`config.mk`:
```
export PLATFORM = sky130hd
export DESIGN_NAME = length_prefixed_backup_deframer_core
export DESIGN_NICKNAME = d
export VERILOG_FILES = /design/src/design/lpbd_pkg.sv /design/src/design/lpbd_parser.sv /design/src/design/lpbd_out_stage.sv /design/src/design/length_prefixed_backup_deframer_core.sv
export SDC_FILE = /design/constraint.sdc
export NUM_CORES = 1
export LEC_CHECK = 0
export BUFFER_PORTS_ARGS = -buffer_cell sky130_fd_sc_hd__buf_2
export CAP_MARGIN = 20
export CORE_MARGIN = 3
export CORE_UTILIZATION = 60
export DETAILED_ROUTE_END_ITERATION = 10
export PLACE_DENSITY_LB_ADDON = 0.1
export REMOVE_ABC_BUFFERS = 1
export SYNTH_ARGS = -nofsm -noshare
export SYNTH_HDL_FRONTEND = slang
export SYNTH_HIERARCHICAL = 1
export SYNTH_SLANG_ARGS = --single-unit
```
`constraint.sdc`:
```
create_clock -name clk -period 4.4 [get_ports clk]
set_clock_uncertainty 0.2 [all_clocks]
set_input_delay 0.66 -clock clk [delete_from_list [all_inputs] [get_ports clk]]
set_output_delay 0.66 -clock clk [all_outputs]
set_load 0.02 [all_outputs]
```
`src/design/lpbd_pkg.sv`:
```
// Package for the length-prefixed backup deframer.
// Holds the parse phase type, the result beat type and the length-field constant.
// No dependencies.
package lpbd_pkg;

	localparam int unsigned LENGTH_BYTES_DEF = 8;

	typedef enum logic [2:0] {
		PH_SKIP     = 3'd0,
		PH_COUNT    = 3'd1,
		PH_META_LEN = 3'd2,
		PH_META     = 3'd3,
		PH_DATA_LEN = 3'd4,
		PH_DATA     = 3'd5,
		PH_DONE     = 3'd6
	} phase_t;

	typedef struct packed {
		logic       payload_valid;
		logic       payload_target;
		logic [7:0] payload_byte;
		logic       file_last;
		logic       transfer_done;
	} res_t;

endpackage

```
`src/design/lpbd_parser.sv`:
```
// Stream parser: skip counter, header fields, length accumulator and payload counter.
// Produces one result beat per stepped byte. Depends on lpbd_pkg.
module lpbd_parser #(
	parameter int unsigned LENGTH_BYTES = lpbd_pkg::LENGTH_BYTES_DEF
) (
	input  logic              clk,
	input  logic              arst_n,
	input  logic              step,
	input  logic [7:0]        byte_in,
	input  logic              cfg_we,
	input  logic [15:0]       cfg_skip,
	output lpbd_pkg::res_t    res
);
	import lpbd_pkg::*;

	localparam int unsigned LEN_W = 8 * LENGTH_BYTES;
	localparam int unsigned REM_W = (LEN_W > 16) ? LEN_W : 16;
	localparam int unsigned IDX_W = (LENGTH_BYTES > 1) ? $clog2(LENGTH_BYTES) : 1;

	phase_t             phase_q, phase_n;
	logic [REM_W-1:0]   rem_q, rem_n;
	logic [LEN_W-1:0]   len_q, len_n, len_new;
	logic [IDX_W-1:0]   idx_q, idx_n;
	logic               one_q, one_n;
	logic               rem_zero, rem_le1, idx_last, len_zero;

	assign rem_zero = (rem_q == '0);
	assign rem_le1  = ((rem_q >> 1) == '0);
	assign idx_last = (idx_q == IDX_W'(LENGTH_BYTES - 1));
	assign len_zero = (len_new == '0);

	always_comb begin
		len_new = len_q;
		for (int i = 0; i < LENGTH_BYTES; i++) begin
			if (idx_q == IDX_W'(i)) begin
				len_new[8*i +: 8] = byte_in;
			end
		end
	end

	// next state
	always_comb begin
		phase_n = phase_q;
		rem_n   = rem_q;
		len_n   = len_q;
		idx_n   = idx_q;
		one_n   = one_q;
		case (phase_q)
			PH_SKIP, PH_COUNT: begin
				if (phase_q == PH_SKIP && !rem_zero) begin
					rem_n = rem_q - REM_W'(1);
					if (rem_le1) begin
						phase_n = PH_COUNT;
					end
				end else begin
					one_n   = (byte_in == 8'd1);
					phase_n = PH_META_LEN;
					idx_n   = '0;
					len_n   = '0;
				end
			end
			PH_META_LEN, PH_DATA_LEN: begin
				len_n = len_new;
				idx_n = idx_q + IDX_W'(1);
				if (idx_last) begin
					if (len_zero) begin
						phase_n = (phase_q == PH_META_LEN) ? PH_DATA_LEN : PH_DONE;
						idx_n   = '0;
						len_n   = '0;
					end else begin
						phase_n = (phase_q == PH_META_LEN) ? PH_META : PH_DATA;
						rem_n   = REM_W'(len_new);
					end
				end
			end
			PH_META, PH_DATA: begin
				if (!rem_zero) begin
					rem_n = rem_q - REM_W'(1);
				end
				if (rem_le1) begin
					phase_n = (phase_q == PH_META) ? PH_DATA_LEN : PH_DONE;
					idx_n   = '0;
					len_n   = '0;
				end
			end
			default: begin
				phase_n = phase_q;
			end
		endcase
	end

	// result beat
	always_comb begin
		res = '0;
		case (phase_q)
			PH_META_LEN: begin
				res.file_last     = idx_last && len_zero;
				res.transfer_done = idx_last && len_zero && one_q;
			end
			PH_META: begin
				res.payload_valid = 1'b1;
				res.payload_byte  = byte_in;
				res.file_last     = rem_le1;
				res.transfer_done = rem_le1 && one_q;
			end
			PH_DATA_LEN: begin
				res.payload_target = idx_last && len_zero;
				res.file_last      = idx_last && len_zero;
				res.transfer_done  = idx_last && len_zero && !one_q;
			end
			PH_DATA: begin
				res.payload_valid  = 1'b1;
				res.payload_target = 1'b1;
				res.payload_byte   = byte_in;
				res.file_last      = rem_le1;
				res.transfer_done  = rem_le1 && !one_q;
			end
			default: begin
				res = '0;
			end
		endcase
	end

	always_ff @(posedge clk or negedge arst_n) begin
		if (!arst_n) begin
			phase_q <= PH_SKIP;
			rem_q   <= '0;
			len_q   <= '0;
			idx_q   <= '0;
			one_q   <= 1'b0;
		end else if (cfg_we) begin
			if (phase_q == PH_SKIP) begin
				rem_q <= REM_W'(cfg_skip);
			end
		end else if (step) begin
			phase_q <= phase_n;
			rem_q   <= rem_n;
			len_q   <= len_n;
			idx_q   <= idx_n;
			one_q   <= one_n;
		end
	end

endmodule

```
`src/design/lpbd_out_stage.sv`:
```
// Result register of the deframer: holds one result beat until it is taken.
// Depends on lpbd_pkg.
module lpbd_out_stage (
	input  logic           clk,
	input  logic           arst_n,
	input  logic           load,
	input  logic           valid_d,
	input  lpbd_pkg::res_t res_d,
	output logic           valid,
	output lpbd_pkg::res_t res
);
	import lpbd_pkg::*;

	logic valid_s2;
	res_t res_s2;

	always_ff @(posedge clk or negedge arst_n) begin
		if (!arst_n) begin
			valid_s2 <= 1'b0;
		end else if (load) begin
			valid_s2 <= valid_d;
		end
	end

	always_ff @(posedge clk) begin
		if (load && valid_d) begin
			res_s2 <= res_d;
		end
	end

	assign valid = valid_s2;
	assign res   = res_s2;

endmodule

```
`src/design/length_prefixed_backup_deframer_core.sv`:
```
// Top level of the length-prefixed backup deframer: input register, parser, result register.
// Depends on lpbd_pkg, lpbd_parser and lpbd_out_stage.
//
//   channel  | handshake            | beat
//   ---------+----------------------+----------------------------------------------
//   in       | in_valid / in_stall  | data_byte
//   out      | out_valid / out_stall| payload_valid, payload_target, payload_byte,
//            |                      | file_last, transfer_done
//   cfg      | cfg_valid / cfg_ready| skip_length
//
// One byte per cycle while the result is not stalled; each byte passes the input register,
// then parse logic into the result register. The 64-bit remaining counter decrement
// sets the critical path. Reset clears phase and counters; skip count resets to zero.
// A stalled result holds the result register and, through it, the input register.
// Hold skip-count writes while a byte waits in the input register.
module length_prefixed_backup_deframer_core #(
	parameter int unsigned LENGTH_BYTES = lpbd_pkg::LENGTH_BYTES_DEF
) (
	input  logic        clk,
	input  logic        arst_n,
	input  logic        in_valid,
	output logic        in_stall,
	input  logic [7:0]  data_byte,
	output logic        out_valid,
	input  logic        out_stall,
	output logic        payload_valid,
	output logic        payload_target,
	output logic [7:0]  payload_byte,
	output logic        file_last,
	output logic        transfer_done,
	input  logic        cfg_valid,
	output logic        cfg_ready,
	input  logic [15:0] skip_length
);
	import lpbd_pkg::*;

	logic       valid_s1;
	logic [7:0] byte_s1;
	logic       adv;
	res_t       res_c, res_o;

	assign adv       = !out_valid || !out_stall;
	assign in_stall  = valid_s1 && !adv;
	assign cfg_ready = !valid_s1;

	always_ff @(posedge clk or negedge arst_n) begin
		if (!arst_n) begin
			valid_s1 <= 1'b0;
		end else if (!in_stall) begin
			valid_s1 <= in_valid;
		end
	end

	always_ff @(posedge clk) begin
		if (!in_stall && in_valid) begin
			byte_s1 <= data_byte;
		end
	end

	lpbd_parser #(
		.LENGTH_BYTES(LENGTH_BYTES)
	) u_parser (
		.clk     (clk),
		.arst_n  (arst_n),
		.step    (valid_s1 && adv),
		.byte_in (byte_s1),
		.cfg_we  (cfg_valid && cfg_ready),
		.cfg_skip(skip_length),
		.res     (res_c)
	);

	lpbd_out_stage u_out (
		.clk    (clk),
		.arst_n (arst_n),
		.load   (adv),
		.valid_d(valid_s1),
		.res_d  (res_c),
		.valid  (out_valid),
		.res    (res_o)
	);

	assign payload_valid  = res_o.payload_valid;
	assign payload_target = res_o.payload_target;
	assign payload_byte   = res_o.payload_byte;
	assign file_last      = res_o.file_last;
	assign transfer_done  = res_o.transfer_done;

	a_done_is_last: assert property (@(posedge clk) disable iff (!arst_n)
		out_valid && transfer_done |-> file_last)
		else $error("transfer_done without file_last");

	a_idle_byte_zero: assert property (@(posedge clk) disable iff (!arst_n)
		out_valid && !payload_valid |-> payload_byte == 8'd0)
		else $error("payload_byte non-zero on a beat without payload");

	a_stall_from_out: assert property (@(posedge clk) disable iff (!arst_n)
		in_stall |-> out_valid && out_stall)
		else $error("input stalled while the result register can advance");

endmodule

```
==> impl_table.tex <==
\begin{tabular}{lr}
\hline
Metric & Value \\
\hline
\multicolumn{2}{l}{\textbf{Status}} \\
\quad Result of the run & finished clean \\
\multicolumn{2}{l}{\textbf{Worst setup path}} \\
\quad Largest delay contributor family on the critical path & simple AND/OR/NAND/NOR gates \\
\quad Endpoint arrival time on the critical path & 4.06 ns \\
\quad Largest driver fanout on the critical path & 15 \\
\quad List of cells traversed by the critical path & inv\_1 -> ha\_1 -> nor4bb\_1 -> nor3\_1 -> a2111o\_1 -> or4\_4 -> nor4\_4 -> buf\_4 -> o31ai\_1 -> a32o\_1 \\
\quad Type of element capturing the critical path & flip-flop \\
\quad End of the worst register-to-register path & u\_parser/len\_q[25] \\
\quad Slowest stage delay, CP & 0.60 ns \\
\quad Nature of the critical path startpoint & flip-flop \\
\quad Depth of the most critical reg-to-reg path & 10 \\
\quad Slack of the worst reg-to-reg path & 0.46 ns \\
\quad Crit Path Category & reg2reg \\
\quad Start of the worst register-to-register path & u\_parser/idx\_q[1] \\
\quad Worst Path Buf+Inv & 2 \\
\quad Worst path slowest cell & sky130\_fd\_sc\_hd\_\_or4\_4 \\
\quad Critical path data required time & 4.52 ns \\
\multicolumn{2}{l}{\textbf{Power and ir drop}} \\
\quad PwrDens & 656 nW/um2 \\
\quad Maximum resistive drop on vdd & 0.340 mV \\
\quad Leakage power total & 4.42 nW \\
\multicolumn{2}{l}{\textbf{Timing}} \\
\quad Min Clock Period, post-route & 3.94 ns \\
\quad Tightest slew margin relative to the limit & 32.2\% \\
\quad Setup repair after global routing missed its margin & no \\
\quad Final Hold Vio Count & 0 \\
\quad Setup violations, final & 0 \\
\quad Slew Viols, Final & 0 \\
\quad Tcrit/Tclk final & 89.6\% \\
\quad Achievable frequency & 0.254 GHz \\
\quad Slew of the pin with the lowest slew margin & 1.02 ns \\
\multicolumn{2}{l}{\textbf{Drt}} \\
\quad Iter 0 DRT Violations & 1,260 \\
\quad Count of unresolved DRC violations after routing & 0 \\
\quad Routed via count divided by cell count & 7.34 \\
\quad Routed length per placed instance & 25.2 um \\
\quad Pre-antenna DRT Iters & 6 \\
\quad Antenna violation net count after detailed routing & 0 \\
\quad Overall routed net length & 32.9 mm \\
\quad Total via count in the routed design & 9,558 \\
\multicolumn{2}{l}{\textbf{Logic synthesis}} \\
\quad Yosys reg bits & 157 \\
\quad Share of the synthesized area in the top cell type & 34.3\% \\
\quad Number of synthesized flops with an enable pin & 20 \\
\quad Prevailing post-synth register cell & sky130\_fd\_sc\_hd\_\_dfrtp\_1 \\
\quad Sequential share of the synthesized area & 40.3\% \\
\quad Mapped Area & 10,000 um2 \\
\quad Per-instance average area after synthesis & 9.50 um2 \\
\quad Most frequently used cell type in the post-synthesis netlist & sky130\_fd\_sc\_hd\_\_dfrtp\_1 \\
\quad Cell count after synthesis & 1,053 \\
\quad Cell taking the most area after synthesis & sky130\_fd\_sc\_hd\_\_dfrtp\_1 \\
\quad Count of different cell masters after synthesis & 84 \\
\quad Dominant cells by area after synthesis & sky130\_fd\_sc\_hd\_\_dfrtp\_1, sky130\_fd\_sc\_hd\_\_edfxtp\_1, sky130\_fd\_sc\_hd\_\_a32o\_1, sky130\_fd\_sc\_hd\_\_mux2i\_1, sky130\_fd\_sc\_hd\_\_nand2\_1 \\
\quad Yosys Warn Count & 6 \\
\quad Post-synthesis async set-or-reset flop share & 87.3\% \\
\quad Commonest cells in the synthesized netlist & sky130\_fd\_sc\_hd\_\_dfrtp\_1, sky130\_fd\_sc\_hd\_\_nand2\_1, sky130\_fd\_sc\_hd\_\_clkbuf\_1 \\
\multicolumn{2}{l}{\textbf{Final layout}} \\
\quad Post-layout net count & 1,111 \\
\quad Area delta synth->final & 10.9\% \\
\quad Reg area & 4030 um2 \\
\quad Diodes inserted & 0 \\
\quad Fill cell count & 1,316 \\
\quad Fraction of final layout cells sized beyond drive strength 1 & 15.9\% \\
\quad Number of standard cells in the layout, taps in and fillers out & 1,303 \\
\quad Final standard cell area without fillers & 11,100 um2 \\
\quad Multi-input gate area & 5480 um2 \\
\multicolumn{2}{l}{\textbf{Clock network}} \\
\quad Buffer cell driving the clock tree root & sky130\_fd\_sc\_hd\_\_clkbuf\_16 \\
\quad Clock tree from TritonCTS & built \\
\quad Worst-Skew Late Latency & 0.43 ns \\
\quad Number of gates given a new drive strength after cts & 0 \\
\quad Htree depth & 4 \\
\quad Maximum root-to-sink buffer count & 2 \\
\quad Number of clock sinks & 157 \\
\quad CTS Buf Count & 17 \\
\quad Post-CTS repair timing setup buffer count & 0 \\
\quad Clock transition at the register clock pins on the worst setup and hold paths after CTS & 0.07 ns \\
\quad Cts hold-fix bufs & 0 \\
\multicolumn{2}{l}{\textbf{Floorplan}} \\
\quad Total number of placement rows & 46 \\
\quad Area of the die & 18,300 um2 \\
\quad Vertical die dimension & 135 um \\
\quad Starting Density & 62.1\% \\
\quad Die W & 135 um \\
\quad Floorplan Core Area & 16,100 um2 \\
\quad Number of top-level design ports & 44 \\
\multicolumn{2}{l}{\textbf{Placement}} \\
\quad Port bufs & 43 \\
\quad Final estimated routing congestion in global placement & 0.960 \\
\quad Number of instances in the placed design & 1,271 \\
\quad Cell area after placement & 10,500 um2 \\
\quad Detail Placement HPWL & 22.6 mm \\
\multicolumn{2}{l}{\textbf{Run}} \\
\quad Count of maximum capacitance violations & 0 \\
\multicolumn{2}{l}{\textbf{GRT}} \\
\quad Via count of the first global-routing pass & 9,053 \\
\quad GR Overflow Total & 0 \\
\quad Total global-route track usage & 36.9\% \\
\quad Maximum number of pins on one net before global-route repair & 97 \\
\quad Antenna violations before repair & 0 \\
\quad Global-route wire length before repair & 52.4 mm \\
\multicolumn{2}{l}{\textbf{Hold path}} \\
\quad Hold/Removal Path Class & in2async \\
\hline
\end{tabular}
[cells in the final DEF, fill, tap and decap left out, types with 11 or more instances in the layout]
cell and instances:
sky130_fd_sc_hd__buf_4 54, sky130_fd_sc_hd__dfrtp_1 137, sky130_fd_sc_hd__or3_1 15, sky130_fd_sc_hd__edfxtp_1 20
sky130_fd_sc_hd__o211ai_1 12, sky130_fd_sc_hd__nor2_1 50, sky130_fd_sc_hd__a221o_1 38, sky130_fd_sc_hd__mux2i_1 41
sky130_fd_sc_hd__nand4_1 14, sky130_fd_sc_hd__nor3_1 49, sky130_fd_sc_hd__a21oi_1 31, sky130_fd_sc_hd__clkbuf_16 17
sky130_fd_sc_hd__nor4_1 25, sky130_fd_sc_hd__or4_1 11, sky130_fd_sc_hd__nand2_1 101, sky130_fd_sc_hd__nand3_1 29
sky130_fd_sc_hd__inv_1 21, sky130_fd_sc_hd__a32o_1 55, sky130_fd_sc_hd__a211oi_1 15, sky130_fd_sc_hd__and3_1 23
sky130_fd_sc_hd__o31ai_1 18, sky130_fd_sc_hd__o21ai_0 44, sky130_fd_sc_hd__buf_2 42
[how the worst max path moves through the flow]
stage,slack [ns],end,cells past startpoint,startpoint
2_1_floorplan,-0.11,u_parser/rem_q[14],6,cfg_valid
3_3_place_gp,0.58,u_parser/len_q[27],10,u_parser/idx_q[0]
3_5_place_dp,0.55,u_parser/len_q[25],10,u_parser/idx_q[0]
4_1_cts,0.53,u_parser/len_q[25],10,u_parser/idx_q[1]
5_1_grt,0.26,u_parser/len_q[29],10,u_parser/idx_q[0]
6_report,0.46,u_parser/len_q[25],10,u_parser/idx_q[1]
[kinds of logic after synthesis]
kind of cell    Yosys count  synth area share [%]
simple gates            384                  21.0
flops                   157                  40.3
fa+ha+maj                 8                  1.00
compound gates          311                  24.8
xor+xnor                 15                  1.31
buf+inv                 117                  5.23
mux                      61                  6.43
[worst register-to-register path, cell delays in order (launching register included)]
cell,delay [ns]
sky130_fd_sc_hd__dfrtp_1,0.40
sky130_fd_sc_hd__inv_1,0.11
sky130_fd_sc_hd__ha_1,0.49
sky130_fd_sc_hd__nor4bb_1,0.39
sky130_fd_sc_hd__nor3_1,0.12
sky130_fd_sc_hd__a2111o_1,0.43
sky130_fd_sc_hd__or4_4,0.60
sky130_fd_sc_hd__nor4_4,0.31
sky130_fd_sc_hd__buf_4,0.27
sky130_fd_sc_hd__o31ai_1,0.25
sky130_fd_sc_hd__a32o_1,0.28
[state kept, by name, summed over array words and instances (netlist names)]
register	count
u_parser/idx_q	3
valid_s1	1
u_out/valid	1
byte_s1	8
u_parser/one_q	1
u_out/res	12
u_parser/rem_q	64
u_parser/len_q	64
u_parser/phase_q	3
[metal layers]
layer	vias up	track usage (%)	routed length, um
met1	4617	52.0	13200
li1	4179	-	-
met2	663	55.5	14900
met4	0	14.1	1250
met3	99	8.84	3570
met5	-	0	0
[per-stage QoR]
step	setup TNS, ns	power (mW)	hold slack (ns)	util [%]	worst slack (ns)
after global routing	0	7.69	0.169	68.8	0.263
after CTS	0	7.20	0.165	68.8	0.525
final	0	7.28	0.104	68.8	0.459
after floorplan	-4.40	4.53	0.164	-	-0.111
after global placement	0	5.61	0.262	65.2	0.578
after detailed placement	0	5.68	0.287	65.2	0.548
[power by group]
part           switching [mW]  leakage [nW]  internal (mW)  total (mW)
logic                    2.08          2.23           1.34        3.43
registers               0.506          1.91           1.85        2.36
clock network           0.653         0.282          0.844        1.50
total                    3.24          4.42           4.04        7.28
[cell type report]
type,instances,share of cell area [%]
clock buffers,17,3.83
clock inverters,15,1.49
inverters,21,0.710
multi-input cells,779,49.4
flip-flops and latches,157,36.3
well taps,216,2.44
repair buffers,98,5.83
(Power assumes the default switching activity.)
